**src/hdl/ssr_pkg.sv**
```systemverilog
// ============================================================================
// ssr_pkg : shared types and constants for the servo slew ramp
// Field widths, command codes, register indexes and the fixed-point
// constants of the angle-to-pulse scaler.
// ============================================================================
package ssr_pkg;

   localparam int CHANNELS_DEF = 16;

   localparam int CH_W       = 4;
   localparam int ANG_W      = 15;
   localparam int PULSE_W    = 12;
   localparam int STEP_W     = 15;
   localparam int DB_W       = 10;
   localparam int CSR_IDX_W  = 2;
   localparam int CSR_DATA_W = 15;

   // full scale angle in centidegrees
   localparam logic [ANG_W-1:0] FULL_SCALE = 15'd18000;

   // scaler: |span| * angle, then divide by full scale via reciprocal
   localparam int PROD_W      = PULSE_W + ANG_W;
   localparam int RECIP_SHIFT = 27;
   localparam int RECIP_W     = 13;
   localparam int RPROD_W     = PROD_W + RECIP_W;
   localparam logic [RECIP_W-1:0] RECIP = RECIP_W'((64'd1 << RECIP_SHIFT) / 64'd18000);

   localparam int QUEUE_DEPTH = 2;

   // request codes
   localparam logic [1:0] OP_TICK   = 2'd0;
   localparam logic [1:0] OP_PLACE  = 2'd1;
   localparam logic [1:0] OP_TARGET = 2'd2;
   localparam logic [1:0] OP_ENABLE = 2'd3;

   // register indexes
   localparam logic [CSR_IDX_W-1:0] CSR_STEP_LIMIT = 2'd0;
   localparam logic [CSR_IDX_W-1:0] CSR_DEADBAND   = 2'd1;
   localparam logic [CSR_IDX_W-1:0] CSR_PULSE_MIN  = 2'd2;
   localparam logic [CSR_IDX_W-1:0] CSR_PULSE_MAX  = 2'd3;

   localparam logic [STEP_W-1:0]  STEP_LIMIT_RST = 15'd164;
   localparam logic [DB_W-1:0]    DEADBAND_RST   = 10'd10;
   localparam logic [PULSE_W-1:0] PULSE_MIN_RST  = 12'd150;
   localparam logic [PULSE_W-1:0] PULSE_MAX_RST  = 12'd600;

   typedef struct packed {
      logic [1:0]       req_type;
      logic [CH_W-1:0]  channel;
      logic [ANG_W-1:0] angle;
      logic             enable;
   } ssr_req_type;

   typedef struct packed {
      logic [CH_W-1:0]    out_channel;
      logic [PULSE_W-1:0] pulse;
      logic               last;
   } ssr_rsp_type;

   // classified command between front and back
   typedef struct packed {
      logic [1:0]       op;
      logic [CH_W-1:0]  chan;
      logic [ANG_W-1:0] angle;
      logic             enable;
   } ssr_cmd_type;

   // angle item handed to the scaler
   typedef struct packed {
      logic [CH_W-1:0]  chan;
      logic [ANG_W-1:0] angle;
      logic             last;
   } ssr_ang_type;

   typedef struct packed {
      logic [STEP_W-1:0]  step_limit;
      logic [DB_W-1:0]    deadband;
      logic [PULSE_W-1:0] pulse_min;
      logic [PULSE_W-1:0] pulse_max;
   } ssr_cfg_type;

endpackage

```
**src/hdl/ssr_front.sv**
```systemverilog
// ============================================================================
// ssr_front : request intake
// Saturate the angle, drop requests aimed at channels that do not exist,
// and hand the rest to the command queue.
// ============================================================================
module ssr_front import ssr_pkg::*; #(
   parameter int CHANNELS = CHANNELS_DEF
) (
   input  logic        req_valid,
   output logic        req_ready,
   input  ssr_req_type req_data,
   output logic        cmd_valid,
   input  logic        cmd_ready,
   output ssr_cmd_type cmd
);

   logic keep;

   // ticks always pass; other requests need an existing channel
   assign keep = (req_data.req_type == OP_TICK) || (int'(req_data.channel) < CHANNELS);

   assign req_ready = cmd_ready;
   assign cmd_valid = req_valid && keep;

   always_comb begin
      cmd.op     = req_data.req_type;
      cmd.chan   = req_data.channel;
      cmd.enable = req_data.enable;
      cmd.angle  = (req_data.angle > FULL_SCALE) ? FULL_SCALE : req_data.angle;
   end

endmodule

```
**src/hdl/ssr_cmd_queue.sv**
```systemverilog
// ============================================================================
// ssr_cmd_queue : short command queue
// Decouple request intake from the channel sweep.
// ============================================================================
module ssr_cmd_queue import ssr_pkg::*; (
   input  logic        clock,
   input  logic        reset,
   input  logic        push_valid,
   output logic        push_ready,
   input  ssr_cmd_type push_data,
   output logic        pop_valid,
   input  logic        pop_ready,
   output ssr_cmd_type pop_data
);

   localparam int PTR_W = (QUEUE_DEPTH > 1) ? $clog2(QUEUE_DEPTH) : 1;
   localparam int CNT_W = $clog2(QUEUE_DEPTH + 1);
   localparam logic [PTR_W-1:0] LAST_PTR = PTR_W'(QUEUE_DEPTH - 1);
   localparam logic [CNT_W-1:0] FULL_CNT = CNT_W'(QUEUE_DEPTH);

   ssr_cmd_type      entry_ff [QUEUE_DEPTH];
   logic [PTR_W-1:0] wr_ptr_ff, wr_ptr_in;
   logic [PTR_W-1:0] rd_ptr_ff, rd_ptr_in;
   logic [CNT_W-1:0] count_ff, count_in;
   logic             do_push, do_pop;

   assign push_ready = (count_ff != FULL_CNT);
   assign pop_valid  = (count_ff != '0);
   assign pop_data   = entry_ff[rd_ptr_ff];
   assign do_push    = push_valid && push_ready;
   assign do_pop     = pop_valid && pop_ready;

   always_comb begin
      wr_ptr_in = wr_ptr_ff;
      rd_ptr_in = rd_ptr_ff;
      count_in  = count_ff;
      if (do_push) begin
         wr_ptr_in = (wr_ptr_ff == LAST_PTR) ? '0 : wr_ptr_ff + 1'b1;
      end
      if (do_pop) begin
         rd_ptr_in = (rd_ptr_ff == LAST_PTR) ? '0 : rd_ptr_ff + 1'b1;
      end
      if (do_push && !do_pop) begin
         count_in = count_ff + 1'b1;
      end else if (do_pop && !do_push) begin
         count_in = count_ff - 1'b1;
      end
   end

   always_ff @(posedge clock) begin
      if (reset) begin
         wr_ptr_ff <= '0;
         rd_ptr_ff <= '0;
         count_ff  <= '0;
      end else begin
         wr_ptr_ff <= wr_ptr_in;
         rd_ptr_ff <= rd_ptr_in;
         count_ff  <= count_in;
      end
   end

   always_ff @(posedge clock) begin
      if (do_push) begin
         entry_ff[wr_ptr_ff] <= push_data;
      end
   end

endmodule

```
**src/hdl/ssr_back.sv**
```systemverilog
// ============================================================================
// ssr_back : channel state and tick sweep
// Execute commands, keep per-channel flags and angle memories, and walk
// all channels on a tick, one per cycle while ang_ready is high, emitting moved angles.
// ============================================================================
module ssr_back import ssr_pkg::*; #(
   parameter int CHANNELS = CHANNELS_DEF
) (
   input  logic        clock,
   input  logic        reset,
   input  ssr_cfg_type cfg,
   input  logic        cmd_valid,
   output logic        cmd_ready,
   input  ssr_cmd_type cmd,
   output logic        ang_valid,
   input  logic        ang_ready,
   output ssr_ang_type ang
);

   localparam int IDX_W = (CHANNELS > 1) ? $clog2(CHANNELS) : 1;
   localparam logic [IDX_W-1:0] LAST_IDX = IDX_W'(CHANNELS - 1);

   logic [CHANNELS-1:0] present_ff, present_in;
   logic [CHANNELS-1:0] enabled_ff, enabled_in;
   logic [ANG_W-1:0]    cur_mem [CHANNELS];
   logic [ANG_W-1:0]    tgt_mem [CHANNELS];

   logic             sweep_ff, sweep_in;
   logic [IDX_W-1:0] idx_ff, idx_in;
   logic             a_live_ff, a_live_in;
   logic             a_active_ff, a_active_in;
   logic             a_end_ff, a_end_in;
   logic [IDX_W-1:0] a_idx_ff, a_idx_in;
   logic [ANG_W-1:0] cur_rd_ff, tgt_rd_ff;
   logic             flush_ff, flush_in;
   logic             pend_valid_ff, pend_valid_in;
   logic [IDX_W-1:0] pend_idx_ff, pend_idx_in;
   logic [ANG_W-1:0] pend_ang_ff, pend_ang_in;

   logic              adv, busy, take;
   logic [IDX_W-1:0]  cmd_idx;
   logic [STEP_W-1:0] lim;
   logic [ANG_W:0]    diff;
   logic [ANG_W-1:0]  mag;
   logic [ANG_W-1:0]  new_cur;
   logic              move;
   logic              cur_we, tgt_we;
   logic [IDX_W-1:0]  cur_wa;
   logic [ANG_W-1:0]  cur_wd;

   assign adv       = ang_ready;
   assign busy      = sweep_ff || a_live_ff || flush_ff;
   assign cmd_ready = !busy && adv;
   assign take      = cmd_valid && cmd_ready;
   assign cmd_idx   = IDX_W'(cmd.chan);

   // slew step on the channel held in the registered read
   always_comb begin
      lim  = (cfg.step_limit == '0) ? STEP_W'(1) : cfg.step_limit;
      diff = {1'b0, tgt_rd_ff} - {1'b0, cur_rd_ff};
      mag  = diff[ANG_W] ? ANG_W'(-diff) : ANG_W'(diff);
      move = a_live_ff && a_active_ff && (mag > ANG_W'(cfg.deadband));
      if (mag > lim) begin
         new_cur = diff[ANG_W] ? cur_rd_ff - lim : cur_rd_ff + lim;
      end else begin
         new_cur = tgt_rd_ff;
      end
   end

   // hold one moved channel back so the last of the run can be flagged
   always_comb begin
      ang_valid = 1'b0;
      ang       = '0;
      priority if (take && cmd.op == OP_PLACE) begin
         ang_valid = 1'b1;
         ang.chan  = cmd.chan;
         ang.angle = cmd.angle;
         ang.last  = 1'b1;
      end else if (flush_ff && pend_valid_ff) begin
         ang_valid = 1'b1;
         ang.chan  = CH_W'(pend_idx_ff);
         ang.angle = pend_ang_ff;
         ang.last  = 1'b1;
      end else if (move && pend_valid_ff) begin
         ang_valid = 1'b1;
         ang.chan  = CH_W'(pend_idx_ff);
         ang.angle = pend_ang_ff;
         ang.last  = 1'b0;
      end else begin
         ang_valid = 1'b0;
      end
   end

   always_comb begin
      present_in    = present_ff;
      enabled_in    = enabled_ff;
      sweep_in      = sweep_ff;
      idx_in        = idx_ff;
      a_live_in     = a_live_ff;
      a_active_in   = a_active_ff;
      a_end_in      = a_end_ff;
      a_idx_in      = a_idx_ff;
      flush_in      = flush_ff;
      pend_valid_in = pend_valid_ff;
      pend_idx_in   = pend_idx_ff;
      pend_ang_in   = pend_ang_ff;
      if (adv) begin
         a_live_in   = sweep_ff;
         a_active_in = present_ff[idx_ff] && enabled_ff[idx_ff];
         a_idx_in    = idx_ff;
         a_end_in    = (idx_ff == LAST_IDX);
         flush_in    = a_live_ff && a_end_ff;
         if (sweep_ff) begin
            idx_in = (idx_ff == LAST_IDX) ? '0 : idx_ff + 1'b1;
            if (idx_ff == LAST_IDX) begin
               sweep_in = 1'b0;
            end
         end
         if (move) begin
            pend_valid_in = 1'b1;
            pend_idx_in   = a_idx_ff;
            pend_ang_in   = new_cur;
         end
         if (flush_ff) begin
            pend_valid_in = 1'b0;
         end
         if (take) begin
            unique case (cmd.op)
               OP_TICK: begin
                  sweep_in = 1'b1;
                  idx_in   = '0;
               end
               OP_PLACE: begin
                  present_in[cmd_idx] = 1'b1;
                  enabled_in[cmd_idx] = 1'b1;
               end
               OP_TARGET: begin
                  present_in = present_ff;
               end
               OP_ENABLE: begin
                  enabled_in[cmd_idx] = cmd.enable;
               end
            endcase
         end
      end
   end

   always_ff @(posedge clock) begin
      if (reset) begin
         present_ff    <= '0;
         enabled_ff    <= '0;
         sweep_ff      <= 1'b0;
         idx_ff        <= '0;
         a_live_ff     <= 1'b0;
         a_end_ff      <= 1'b0;
         flush_ff      <= 1'b0;
         pend_valid_ff <= 1'b0;
      end else begin
         present_ff    <= present_in;
         enabled_ff    <= enabled_in;
         sweep_ff      <= sweep_in;
         idx_ff        <= idx_in;
         a_live_ff     <= a_live_in;
         a_end_ff      <= a_end_in;
         flush_ff      <= flush_in;
         pend_valid_ff <= pend_valid_in;
      end
   end

   always_ff @(posedge clock) begin
      a_active_ff <= a_active_in;
      a_idx_ff    <= a_idx_in;
      pend_idx_ff <= pend_idx_in;
      pend_ang_ff <= pend_ang_in;
   end

   // angle memories: one write port each, registered read at the sweep index
   assign cur_we = adv && (move || (take && cmd.op == OP_PLACE));
   assign cur_wa = move ? a_idx_ff : cmd_idx;
   assign cur_wd = move ? new_cur : cmd.angle;
   assign tgt_we = take && (cmd.op == OP_PLACE || cmd.op == OP_TARGET);

   always_ff @(posedge clock) begin
      if (adv) begin
         cur_rd_ff <= cur_mem[idx_ff];
      end
      if (cur_we) begin
         cur_mem[cur_wa] <= cur_wd;
      end
   end

   always_ff @(posedge clock) begin
      if (adv) begin
         tgt_rd_ff <= tgt_mem[idx_ff];
      end
      if (tgt_we) begin
         tgt_mem[cmd_idx] <= cmd.angle;
      end
   end

endmodule

```
**src/hdl/ssr_scaler.sv**
```systemverilog
// ============================================================================
// ssr_scaler : angle to PWM off count
// pulse_min + trunc((pulse_max - pulse_min) * angle / 18000) in three
// stages: magnitude product, reciprocal product, correct and offset.
// ============================================================================
module ssr_scaler import ssr_pkg::*; (
   input  logic        clock,
   input  logic        reset,
   input  ssr_cfg_type cfg,
   input  logic        ang_valid,
   output logic        ang_ready,
   input  ssr_ang_type ang,
   output logic        rsp_valid,
   input  logic        rsp_ready,
   output ssr_rsp_type rsp_data
);

   logic              adv;
   logic [PULSE_W:0]  span;
   logic [PULSE_W-1:0] span_mag;

   logic              s1_valid_ff;
   logic [PROD_W-1:0] s1_m_ff;
   logic              s1_neg_ff;
   logic [CH_W-1:0]   s1_chan_ff;
   logic              s1_last_ff;

   logic [RPROD_W-1:0] rprod;
   logic               s2_valid_ff;
   logic [PROD_W-1:0]  s2_m_ff;
   logic [PULSE_W-1:0] s2_q_ff;
   logic               s2_neg_ff;
   logic [CH_W-1:0]    s2_chan_ff;
   logic               s2_last_ff;

   logic [PROD_W-1:0]  qm, rem;
   logic [PULSE_W-1:0] q, delta;

   logic        out_valid_ff;
   ssr_rsp_type out_ff, out_in;

   assign adv       = !out_valid_ff || rsp_ready;
   assign ang_ready = adv;
   assign rsp_valid = out_valid_ff;
   assign rsp_data  = out_ff;

   assign span     = {1'b0, cfg.pulse_max} - {1'b0, cfg.pulse_min};
   assign span_mag = span[PULSE_W] ? PULSE_W'(-span) : PULSE_W'(span);

   // quotient estimate is exact or one short
   assign rprod = RPROD_W'(s1_m_ff) * RPROD_W'(RECIP);

   always_comb begin
      qm     = PROD_W'(s2_q_ff) * PROD_W'(FULL_SCALE);
      rem    = s2_m_ff - qm;
      q      = s2_q_ff + PULSE_W'(rem >= PROD_W'(FULL_SCALE));
      delta  = s2_neg_ff ? PULSE_W'(-q) : q;
      out_in.out_channel = s2_chan_ff;
      out_in.pulse       = cfg.pulse_min + delta;
      out_in.last        = s2_last_ff;
   end

   always_ff @(posedge clock) begin
      if (reset) begin
         s1_valid_ff  <= 1'b0;
         s2_valid_ff  <= 1'b0;
         out_valid_ff <= 1'b0;
      end else if (adv) begin
         s1_valid_ff  <= ang_valid;
         s2_valid_ff  <= s1_valid_ff;
         out_valid_ff <= s2_valid_ff;
      end
   end

   always_ff @(posedge clock) begin
      if (adv) begin
         s1_m_ff    <= PROD_W'(span_mag) * PROD_W'(ang.angle);
         s1_neg_ff  <= span[PULSE_W];
         s1_chan_ff <= ang.chan;
         s1_last_ff <= ang.last;
         s2_m_ff    <= s1_m_ff;
         s2_q_ff    <= rprod[RECIP_SHIFT +: PULSE_W];
         s2_neg_ff  <= s1_neg_ff;
         s2_chan_ff <= s1_chan_ff;
         s2_last_ff <= s1_last_ff;
         out_ff     <= out_in;
      end
   end

endmodule

```
**src/hdl/servo_slew_ramp_core.sv**
```systemverilog
// ============================================================================
// servo_slew_ramp_core : multi-channel servo ramp generator
// Slew-rate limited angle ramps per channel, emitted as PWM off counts.
// ============================================================================
//
//  channel  | ports                          | moves
//  ---------+--------------------------------+-------------------------------
//  request  | req_valid/req_ready/req_data   | tick, place, set target/enable
//  response | rsp_valid/rsp_ready/rsp_data   | channel, pulse, last flag
//  csr      | csr_we/csr_index/csr_wdata     | step limit, deadband, pulses
//
//  A tick holds the sweep engine through accept, one channel read per cycle
//  unless stalled, the last slew step and a flush that flags the last result.
//  The scaler has three register stages, the last one driving rsp_data.
//  Reset is synchronous; it clears the flags and loads the register defaults.
//  A stalled response stalls sweep and scaler; the queue fills meanwhile.
//
module servo_slew_ramp_core import ssr_pkg::*; #(
   parameter int CHANNELS = CHANNELS_DEF
) (
   input  logic                  clock,
   input  logic                  reset,
   input  logic                  req_valid,
   output logic                  req_ready,
   input  ssr_req_type           req_data,
   output logic                  rsp_valid,
   input  logic                  rsp_ready,
   output ssr_rsp_type           rsp_data,
   input  logic                  csr_we,
   input  logic [CSR_IDX_W-1:0]  csr_index,
   input  logic [CSR_DATA_W-1:0] csr_wdata
);

   ssr_cfg_type cfg_ff, cfg_in;

   logic        fr_valid, fr_ready;
   ssr_cmd_type fr_cmd;
   logic        q_valid, q_ready;
   ssr_cmd_type q_cmd;
   logic        ang_valid, ang_ready;
   ssr_ang_type ang;

   // configuration registers: write only, no wait
   always_comb begin
      cfg_in = cfg_ff;
      if (csr_we) begin
         unique case (csr_index)
            CSR_STEP_LIMIT: cfg_in.step_limit = STEP_W'(csr_wdata);
            CSR_DEADBAND:   cfg_in.deadband   = DB_W'(csr_wdata);
            CSR_PULSE_MIN:  cfg_in.pulse_min  = PULSE_W'(csr_wdata);
            CSR_PULSE_MAX:  cfg_in.pulse_max  = PULSE_W'(csr_wdata);
         endcase
      end
   end

   always_ff @(posedge clock) begin
      if (reset) begin
         cfg_ff.step_limit <= STEP_LIMIT_RST;
         cfg_ff.deadband   <= DEADBAND_RST;
         cfg_ff.pulse_min  <= PULSE_MIN_RST;
         cfg_ff.pulse_max  <= PULSE_MAX_RST;
      end else begin
         cfg_ff <= cfg_in;
      end
   end

   // classify and drop requests for absent channels
   ssr_front #(
      .CHANNELS (CHANNELS)
   ) u_front (
      .req_valid (req_valid),
      .req_ready (req_ready),
      .req_data  (req_data),
      .cmd_valid (fr_valid),
      .cmd_ready (fr_ready),
      .cmd       (fr_cmd)
   );

   // hold commands while a sweep is running
   ssr_cmd_queue u_queue (
      .clock      (clock),
      .reset      (reset),
      .push_valid (fr_valid),
      .push_ready (fr_ready),
      .push_data  (fr_cmd),
      .pop_valid  (q_valid),
      .pop_ready  (q_ready),
      .pop_data   (q_cmd)
   );

   // channel state, tick sweep and slew step
   ssr_back #(
      .CHANNELS (CHANNELS)
   ) u_back (
      .clock     (clock),
      .reset     (reset),
      .cfg       (cfg_ff),
      .cmd_valid (q_valid),
      .cmd_ready (q_ready),
      .cmd       (q_cmd),
      .ang_valid (ang_valid),
      .ang_ready (ang_ready),
      .ang       (ang)
   );

   // convert angles to PWM off counts and drive the response transaction
   ssr_scaler u_scaler (
      .clock     (clock),
      .reset     (reset),
      .cfg       (cfg_ff),
      .ang_valid (ang_valid),
      .ang_ready (ang_ready),
      .ang       (ang),
      .rsp_valid (rsp_valid),
      .rsp_ready (rsp_ready),
      .rsp_data  (rsp_data)
   );

endmodule

```
**config.mk**
```make
export PLATFORM = sky130hd
export DESIGN_NAME = servo_slew_ramp_core
export DESIGN_NICKNAME = d
export VERILOG_FILES = /design/src/hdl/ssr_pkg.sv /design/src/hdl/ssr_front.sv /design/src/hdl/ssr_cmd_queue.sv /design/src/hdl/ssr_back.sv /design/src/hdl/ssr_scaler.sv /design/src/hdl/servo_slew_ramp_core.sv
export SDC_FILE = /design/constraint.sdc
export NUM_CORES = 2
export LEC_CHECK = 0
export ABC_AREA = 1
export BUFFER_PORTS_ARGS = -buffer_cell sky130_fd_sc_hd__buf_2
export CORE_ASPECT_RATIO = 1.2
export CORE_MARGIN = 4
export CORE_UTILIZATION = 35
export DETAILED_ROUTE_END_ITERATION = 6
export MAX_ROUTING_LAYER = met4
export PLACE_DENSITY_LB_ADDON = 0.05
export SLEW_MARGIN = 20
export SYNTH_ARGS = -nofsm -noshare
export SYNTH_HDL_FRONTEND = slang
export SYNTH_SLANG_ARGS = --single-unit
```
**constraint.sdc**
```tcl
create_clock -name clock -period 11 [get_ports clock]
set_input_delay 1.1 -clock clock [delete_from_list [all_inputs] [get_ports clock]]
set_output_delay 1.1 -clock clock [all_outputs]
set_load 0.005 [all_outputs]
```
== Word-level counts from Yosys, hierarchy flattened ==
Memories as Yosys holds them, arrays and structs flattened. A register that Yosys moved wholly into a read port is not among the register bits.
Index checks and enable logic that the tools add are counted.
W data, S select, Z words.

* Memory bits (writable): 524
* Bits in registers: 216
* Memories kept: 3
* Bits of input ports: 44
* Word-level logic and storage cells: 157
* Output and inout bits: 19

* Reduce and logical (&&, ||, !) cells: 40
* $add $sub $neg: 15
* Bitwise gates (word level): 2
* Mux-type cells: 45
* Multipliers: 3
* Equal/unequal tests: 8
* Order comparisons: 7

{| class="wikitable"
|+ Memories
! name !! words !! width !! rd ports !! clocked after Yosys merged registers in !! wr ports !! line !! source
|-
| u_back.cur_mem || 16 || 15 || 1 || 1 || 1 || ssr_back.sv:25 || <nowiki>logic [ANG_W-1:0] cur_mem [CHANNELS];</nowiki>
|-
| u_back.tgt_mem || 16 || 15 || 1 || 1 || 1 || ssr_back.sv:26 || <nowiki>logic [ANG_W-1:0] tgt_mem [CHANNELS];</nowiki>
|-
| u_queue.entry_ff || 2 || 22 || 1 || 1 || 1 || ssr_cmd_queue.sv:21 || <nowiki>ssr_cmd_type entry_ff [QUEUE_DEPTH];</nowiki>
|}

{| class="wikitable"
|+ Operators by type and width
! operator !! count
|-
| $mux W15 || 6
|-
| $mux W20 || 3
|-
| $mul A27 B8 Y34 const B || 1
|-
| $or A16 B16 Y16 || 2
|-
| $pmux W16 S2 || 1
|-
| $ge A27 B15 Y1 const B || 1
|-
| $mul A12 B15 Y27 || 1
|-
| $sub A27 B27 Y27 || 1
|-
| $mux W12 || 2
|-
| $neg A12 Y12 || 2
|-
| $mul A12 B11 Y23 const B || 1
|-
| $mux W1 || 22
|-
| $mux W4 || 5
|-
| $bwmux W16 || 1
|-
| $sub A15 B15 Y16 || 1
|-
| $add A15 B15 Y15 || 1
|-
| $gt A15 B10 Y1 || 1
|-
| $gt A15 B15 Y1 || 1
|-
| $gt A15 B15 Y1 const B || 1
|-
| $logic_and A1 B1 Y1 || 15
|-
| $logic_not A15 Y1 || 1
|-
| $neg A15 Y15 || 1
|-
| $sub A15 B15 Y15 || 1
|-
| $sub A12 B12 Y13 || 1
|-
| 22 further kinds || 47
|}

== Depth between registers and ports, before layout ==
* Depth after elaboration: 10
* Gate-level depth with buffers: 54

== Cells and area by module ==
From an unflattened synthesis, not the netlist that was laid out.

* Cell total of the unflattened synthesis: 4884
* Area total of the unflattened synthesis: 47549.4 um^2

{| class="wikitable"
|+ Modules (own cells, without submodules)
! module !! cells an instance !! area each (um^2) !! times used !! sequential area each (um^2)
|-
| ssr_back || 2317 || 25689.6 || 1 || 16856.2
|-
| ssr_scaler || 2100 || 17654.4 || 1 || 2912.8
|-
| servo_slew_ramp_core || 296 || 2023.2 || 1 || 980.9
|-
| ssr_cmd_queue || 105 || 1830.5 || 1 || 1421.4
|-
| ssr_front || 66 || 351.6 || 1 || 0.0
|}

== Worst setup path after synthesis ==
No wires, ideal clock.

* Path kind: register to register
* Start: register u_back.tgt_rd_ff[2], read port of u_back.tgt_mem
* End: register u_scaler.s1_m_ff[23], data pin
* Setup slack: 2.485 ns
* Buffers on the path: 3
* Arrival: 8.256 ns
* Cell stages (with the launch flop): 52
* Data required time: 10.741 ns
* Cell sequence: edfxtp_1 -> ha_1 -> nand2_1 -> nand2_1 -> inv_2 -> nand2_2 -> nand3_2 -> nand3_4 -> a21oi_4 -> buf_6 -> clkbuf_1 -> nand2_1 -> xnor2_1 -> inv_1 -> ha_1 -> inv_1 -> o31ai_1 -> nand4_1 -> [... 16 more ...] -> ha_1 -> fa_1 -> inv_1 -> fa_1 -> inv_1 -> ha_1 -> nand2_1 -> inv_1 -> a21oi_1 -> o21ai_0 -> a21oi_1 -> o21ai_0 -> a21oi_1 -> o21ai_0 -> a21oi_1 -> o21ai_0 -> nand2_1 -> nand2_1

* Cells in the longest elaborated chain, start to end: 10

{| class="wikitable"
|+ RTL lines
! element !! line !! source
|-
| from (decl) || ssr_back.sv:34 || <nowiki>logic [ANG_W-1:0] cur_rd_ff, tgt_rd_ff;</nowiki>
|-
| $sub A15 B15 Y16 (*) || ssr_back.sv:60 || <nowiki>diff = {1'b0, tgt_rd_ff} - {1'b0, cur_rd_ff};</nowiki>
|-
| $neg A15 Y15 || ssr_back.sv:61 || <nowiki>mag = diff[ANG_W] ? ANG_W'(-diff) : ANG_W'(diff);</nowiki>
|-
| $mux W15 (*) || ssr_back.sv:61 ||
|-
| $gt A15 B10 Y1 (*) || ssr_back.sv:62 || <nowiki>move = a_live_ff && a_active_ff && (mag > ANG_W'(cfg.deadband));</nowiki>
|-
| $logic_and A1 B1 Y1 (*) || ssr_back.sv:62 ||
|-
| $logic_and A1 B1 Y1 (*) || ssr_back.sv:84 || <nowiki>end else if (move && pend_valid_ff) begin</nowiki>
|-
| $mux W20 (*) || ssr_back.sv:84 ||
|-
| $mux W20 (*) || ssr_back.sv:79 || <nowiki>end else if (flush_ff && pend_valid_ff) begin</nowiki>
|-
| $mux W20 (*) || ssr_back.sv:74 || <nowiki>priority if (take && cmd.op == OP_PLACE) begin</nowiki>
|-
| $mul A12 B15 Y27 (*) || ssr_scaler.sv:77 || <nowiki>s1_m_ff <= PROD_W'(span_mag) * PROD_W'(ang.angle);</nowiki>
|-
| to (signal assigned) || ssr_scaler.sv:77 ||
|-
| to (decl) || ssr_scaler.sv:23 || <nowiki>logic [PROD_W-1:0] s1_m_ff;</nowiki>
|}

Every way passes the cells marked *; elsewhere a longest branch is shown, timed or not.
A chain may end at the register's enable or synchronous reset.

== Worst setup path after layout ==
* Start: register u_back.tgt_rd_ff[10], read port of u_back.tgt_mem
* End: register u_scaler.s1_m_ff[23], data pin

The elaborated chain is that of the path after synthesis.

==> results.py <==
metrics = {
    "placed_design": {
        "place_congestion": 0.834,
        "dpl.hpwl_um": 95000,
        "place_inst": 6211,
        "port_buffers": 62,
    },
    "power_and_ir_drop": {
        "max-vdd-ir-drop_mv": 0.310,
        "p_leak_uw": 0.0216,
        "power_uw": 17700,
        "power_density_nw_per_um2": 343,
    },
    "clock_network": {
        "hold_buffers": 0,
        "h-tree-depth": 3,
        "clockBufferDepth": 3,
        "cts-resized-gates": 0,
        "path_clk_slew_ns": 0.06,
        "cts_sinks": 771,
        "clock_latency_ns": 0.70,
        "cts_tree": "built",
        "root_buffer": "clkbuf_16",
        "cts_setup_buffers": 0,
        "cts_buffers": 86,
    },
    "synth": {
        "synth_cells": 4521,
        "yosysWarnings": 0,
        "synth.area.top_cells": "edfxtp_1 44%, fa_1 9.8%, ha_1 8.7%, nand2_1 5.2%, inv_1 4.3%",
        "ys_top_cells_by_count": "673 x edfxtp_1, 643 x nand2_1, 523 x inv_1, 478 x nor2_1, 356 x o21ai_0",
        "synth.distinct_cells": 57,
        "syn_avg_cell_area_sq_um": 10.2,
        "ys_ff_latch": 771,
        "synth_top_area_share_pct": 43.9,
        "post-synth-top-count-cell": "edfxtp_1",
        "synth_edf_count": 673,
        "synth_nets": 5112,
        "synth_area_sq_um": 46000,
        "synth_top_area_cell": "edfxtp_1",
        "seq_area_frac_synth_pct": 48.2,
        "async_flop_share_pct": 0,
        "synth_flop_cell": "edfxtp_1",
    },
    "worst_hold_path": {
        "min_path_type": "flip-flop to flip-flop",
    },
    "setup_path": {
        "worst-r2r-setup-slack_ns": 1.33,
        "worstPathMaxFanout": 18,
        "worst_path_largest_cell_delay_ns": 0.54,
        "crit_type": "flip-flop to flip-flop",
        "arrival_ns": 10.10,
        "critPathRequiredTime_ns": 11.44,
        "critPathCaptureType": "flip-flop",
        "crit_buf_inv": 8,
        "cpMostUsedCell": "nand2_1",
        "cp_slowest_cell": "fa_1",
        "path_delay_family": "adder cells",
        "start_kind": "flip-flop",
    },
    "sta": {
        "tightest_slew_ns": 1.11,
        "fin_skew_ns": 0.0532,
        "fin_crit_sh_pct": 87.9,
        "grt_setup_unrepaired": "no",
        "slew_viol_final": 0,
        "totalNegativeSetupSlack_ns": 0,
        "slew_headroom_pct": 26.2,
        "worst_hold_slack_ns": 0.418,
        "max_freq_mhz": 103,
        "period_needed_ns": 9.67,
        "setup_viol": 0,
        "hold_violations": 0,
    },
    "global_route": {
        "antenna_found_initial": 13,
        "grt_pass1_wl_um": 206000,
        "first_global_vias": 32800,
        "grt_max_degree": 101,
        "overflow": 0,
        "grt.total_usage_pct": 20.3,
    },
    "die": {
        "start_util_pct": 35.3,
        "design.core.area_sq_um": 130000,
        "io_pins": 63,
        "die_height_um": 405,
        "dieArea_sq_um": 137000,
        "die_x_um": 339,
        "row_count": 145,
    },
    "final_layout": {
        "nets": 5201,
        "areaGrowthSynthToFinish_pct": 12.1,
        "drive_above_1_share_pct": 8.39,
        "final_cell_count_no_fill": 6377,
        "final_util_pct": 39.5,
    },
    "routing": {
        "viasPerCell": 5.08,
        "ant_nets": 0,
        "wl_per_cell_um": 21.3,
        "drtIter0Drc": 2267,
        "dr.pass1.iters": 5,
        "totalWireLength_um": 136000,
        "via_count": 32400,
        "drc": 0,
    },
    "status": {
        "status": "finished, final reports clean",
    },
    "flow_run": {
        "maxCapViolCount": 0,
    },
}
[power breakdown]
group	switching (uW)	leakage, uW	internal [uW]
Combinational	6770	0.0129	3720
Sequential	292	0.00721	3920
Clock	1270	0.00144	1740
[placed cells by master (no fill, tap or decap), types with 46 or more instances in the layout]
master	Yosys	final
a21oi_1	275	275
buf_2	7	62
buf_4	0	85
clkbuf_16	0	88
dfxtp_1	98	95
edfxtp_1	673	673
fa_1	226	226
ha_1	321	321
inv_1	523	519
nand2_1	643	643
nand3_1	189	189
nor2_1	478	453
nor3_1	69	69
o21ai_0	356	355
o221ai_1	54	54
o22ai_1	69	69
xnor2_1	46	46
xor2_1	112	110
[final cells by class]
class                   count  area, sq um
clock buffers              98         2240
clock inverters            63          698
diodes                      4         10.0
well taps                1690         2110
repair buffers            148          976
flip-flops and latches    771        22200
multi-input cells        3071        21300
fillers                 12900        78900
inverters                 532         2010
[path summary, 6_finish.rpt]
kind                           from                endpoint  depth (start not counted)
max            u_back.tgt_rd_ff[10]    u_scaler.s1_m_ff[23]                         47
max reg2reg    u_back.tgt_rd_ff[10]    u_scaler.s1_m_ff[23]                         47
min reg2reg  u_scaler.s1_chan_ff[3]  u_scaler.s2_chan_ff[3]                          0
min          u_scaler.s1_chan_ff[3]  u_scaler.s2_chan_ff[3]                          0
[flip-flops by register name, summed over array words and instances (netlist names), 2 cells and up, named ones only]
register / count
u_queue.count_ff: 2
u_queue.entry_ff: 44
u_back.tgt_mem: 240
u_scaler.s1_chan_ff: 4
u_back.present_ff: 16
u_back.cur_mem: 240
u_back.tgt_rd_ff: 15
u_scaler.s2_q_ff: 12
u_scaler.s2_m_ff: 27
u_scaler.s1_m_ff: 27
u_scaler.rsp_data: 17
u_back.a_idx_ff: 4
u_back.pend_ang_ff: 15
u_back.cur_rd_ff: 15
u_back.enabled_ff: 16
u_back.pend_idx_ff: 4
cfg_ff: 49
u_scaler.s2_chan_ff: 4
u_back.idx_ff: 4
[routing by layer]
metal / vias to the layer above / part of all wire (%) / GRT usage [%]
li1: 15700 / - / -
met1: 15900 / 47 / 27.5
met2: 627 / 46 / 31.6
met3: 168 / 4.7 / 3.32
met4: 0 / 2.6 / 5.99
met5: - / 0 / -
[per-stage QoR]
stage	instance area (sq um)	worst slack (ns)
after floorplan	46000	2.49
after detailed placement	48600	1.27
final	51600	1.33
after global placement	48600	1.37
after CTS	51500	1.27
after global routing	51600	0.460
[logic make-up (layout without fill, tap and decap cells)]
kind of cell               after synthesis  after routing  share of synthesized area, %
and+or+nand+nor                       1514           1514                          14.1
AOI/OAI and AO/OA                      851            851                          10.4
DFF                                    771            771                          48.2
buffers and inverters                  679            841                          5.64
adders and majority gates              547            547                          18.6
xor gates and xnor gates               159            159                          3.04
other                                    0              4                             0
Power figures use the tool's default switching activity.
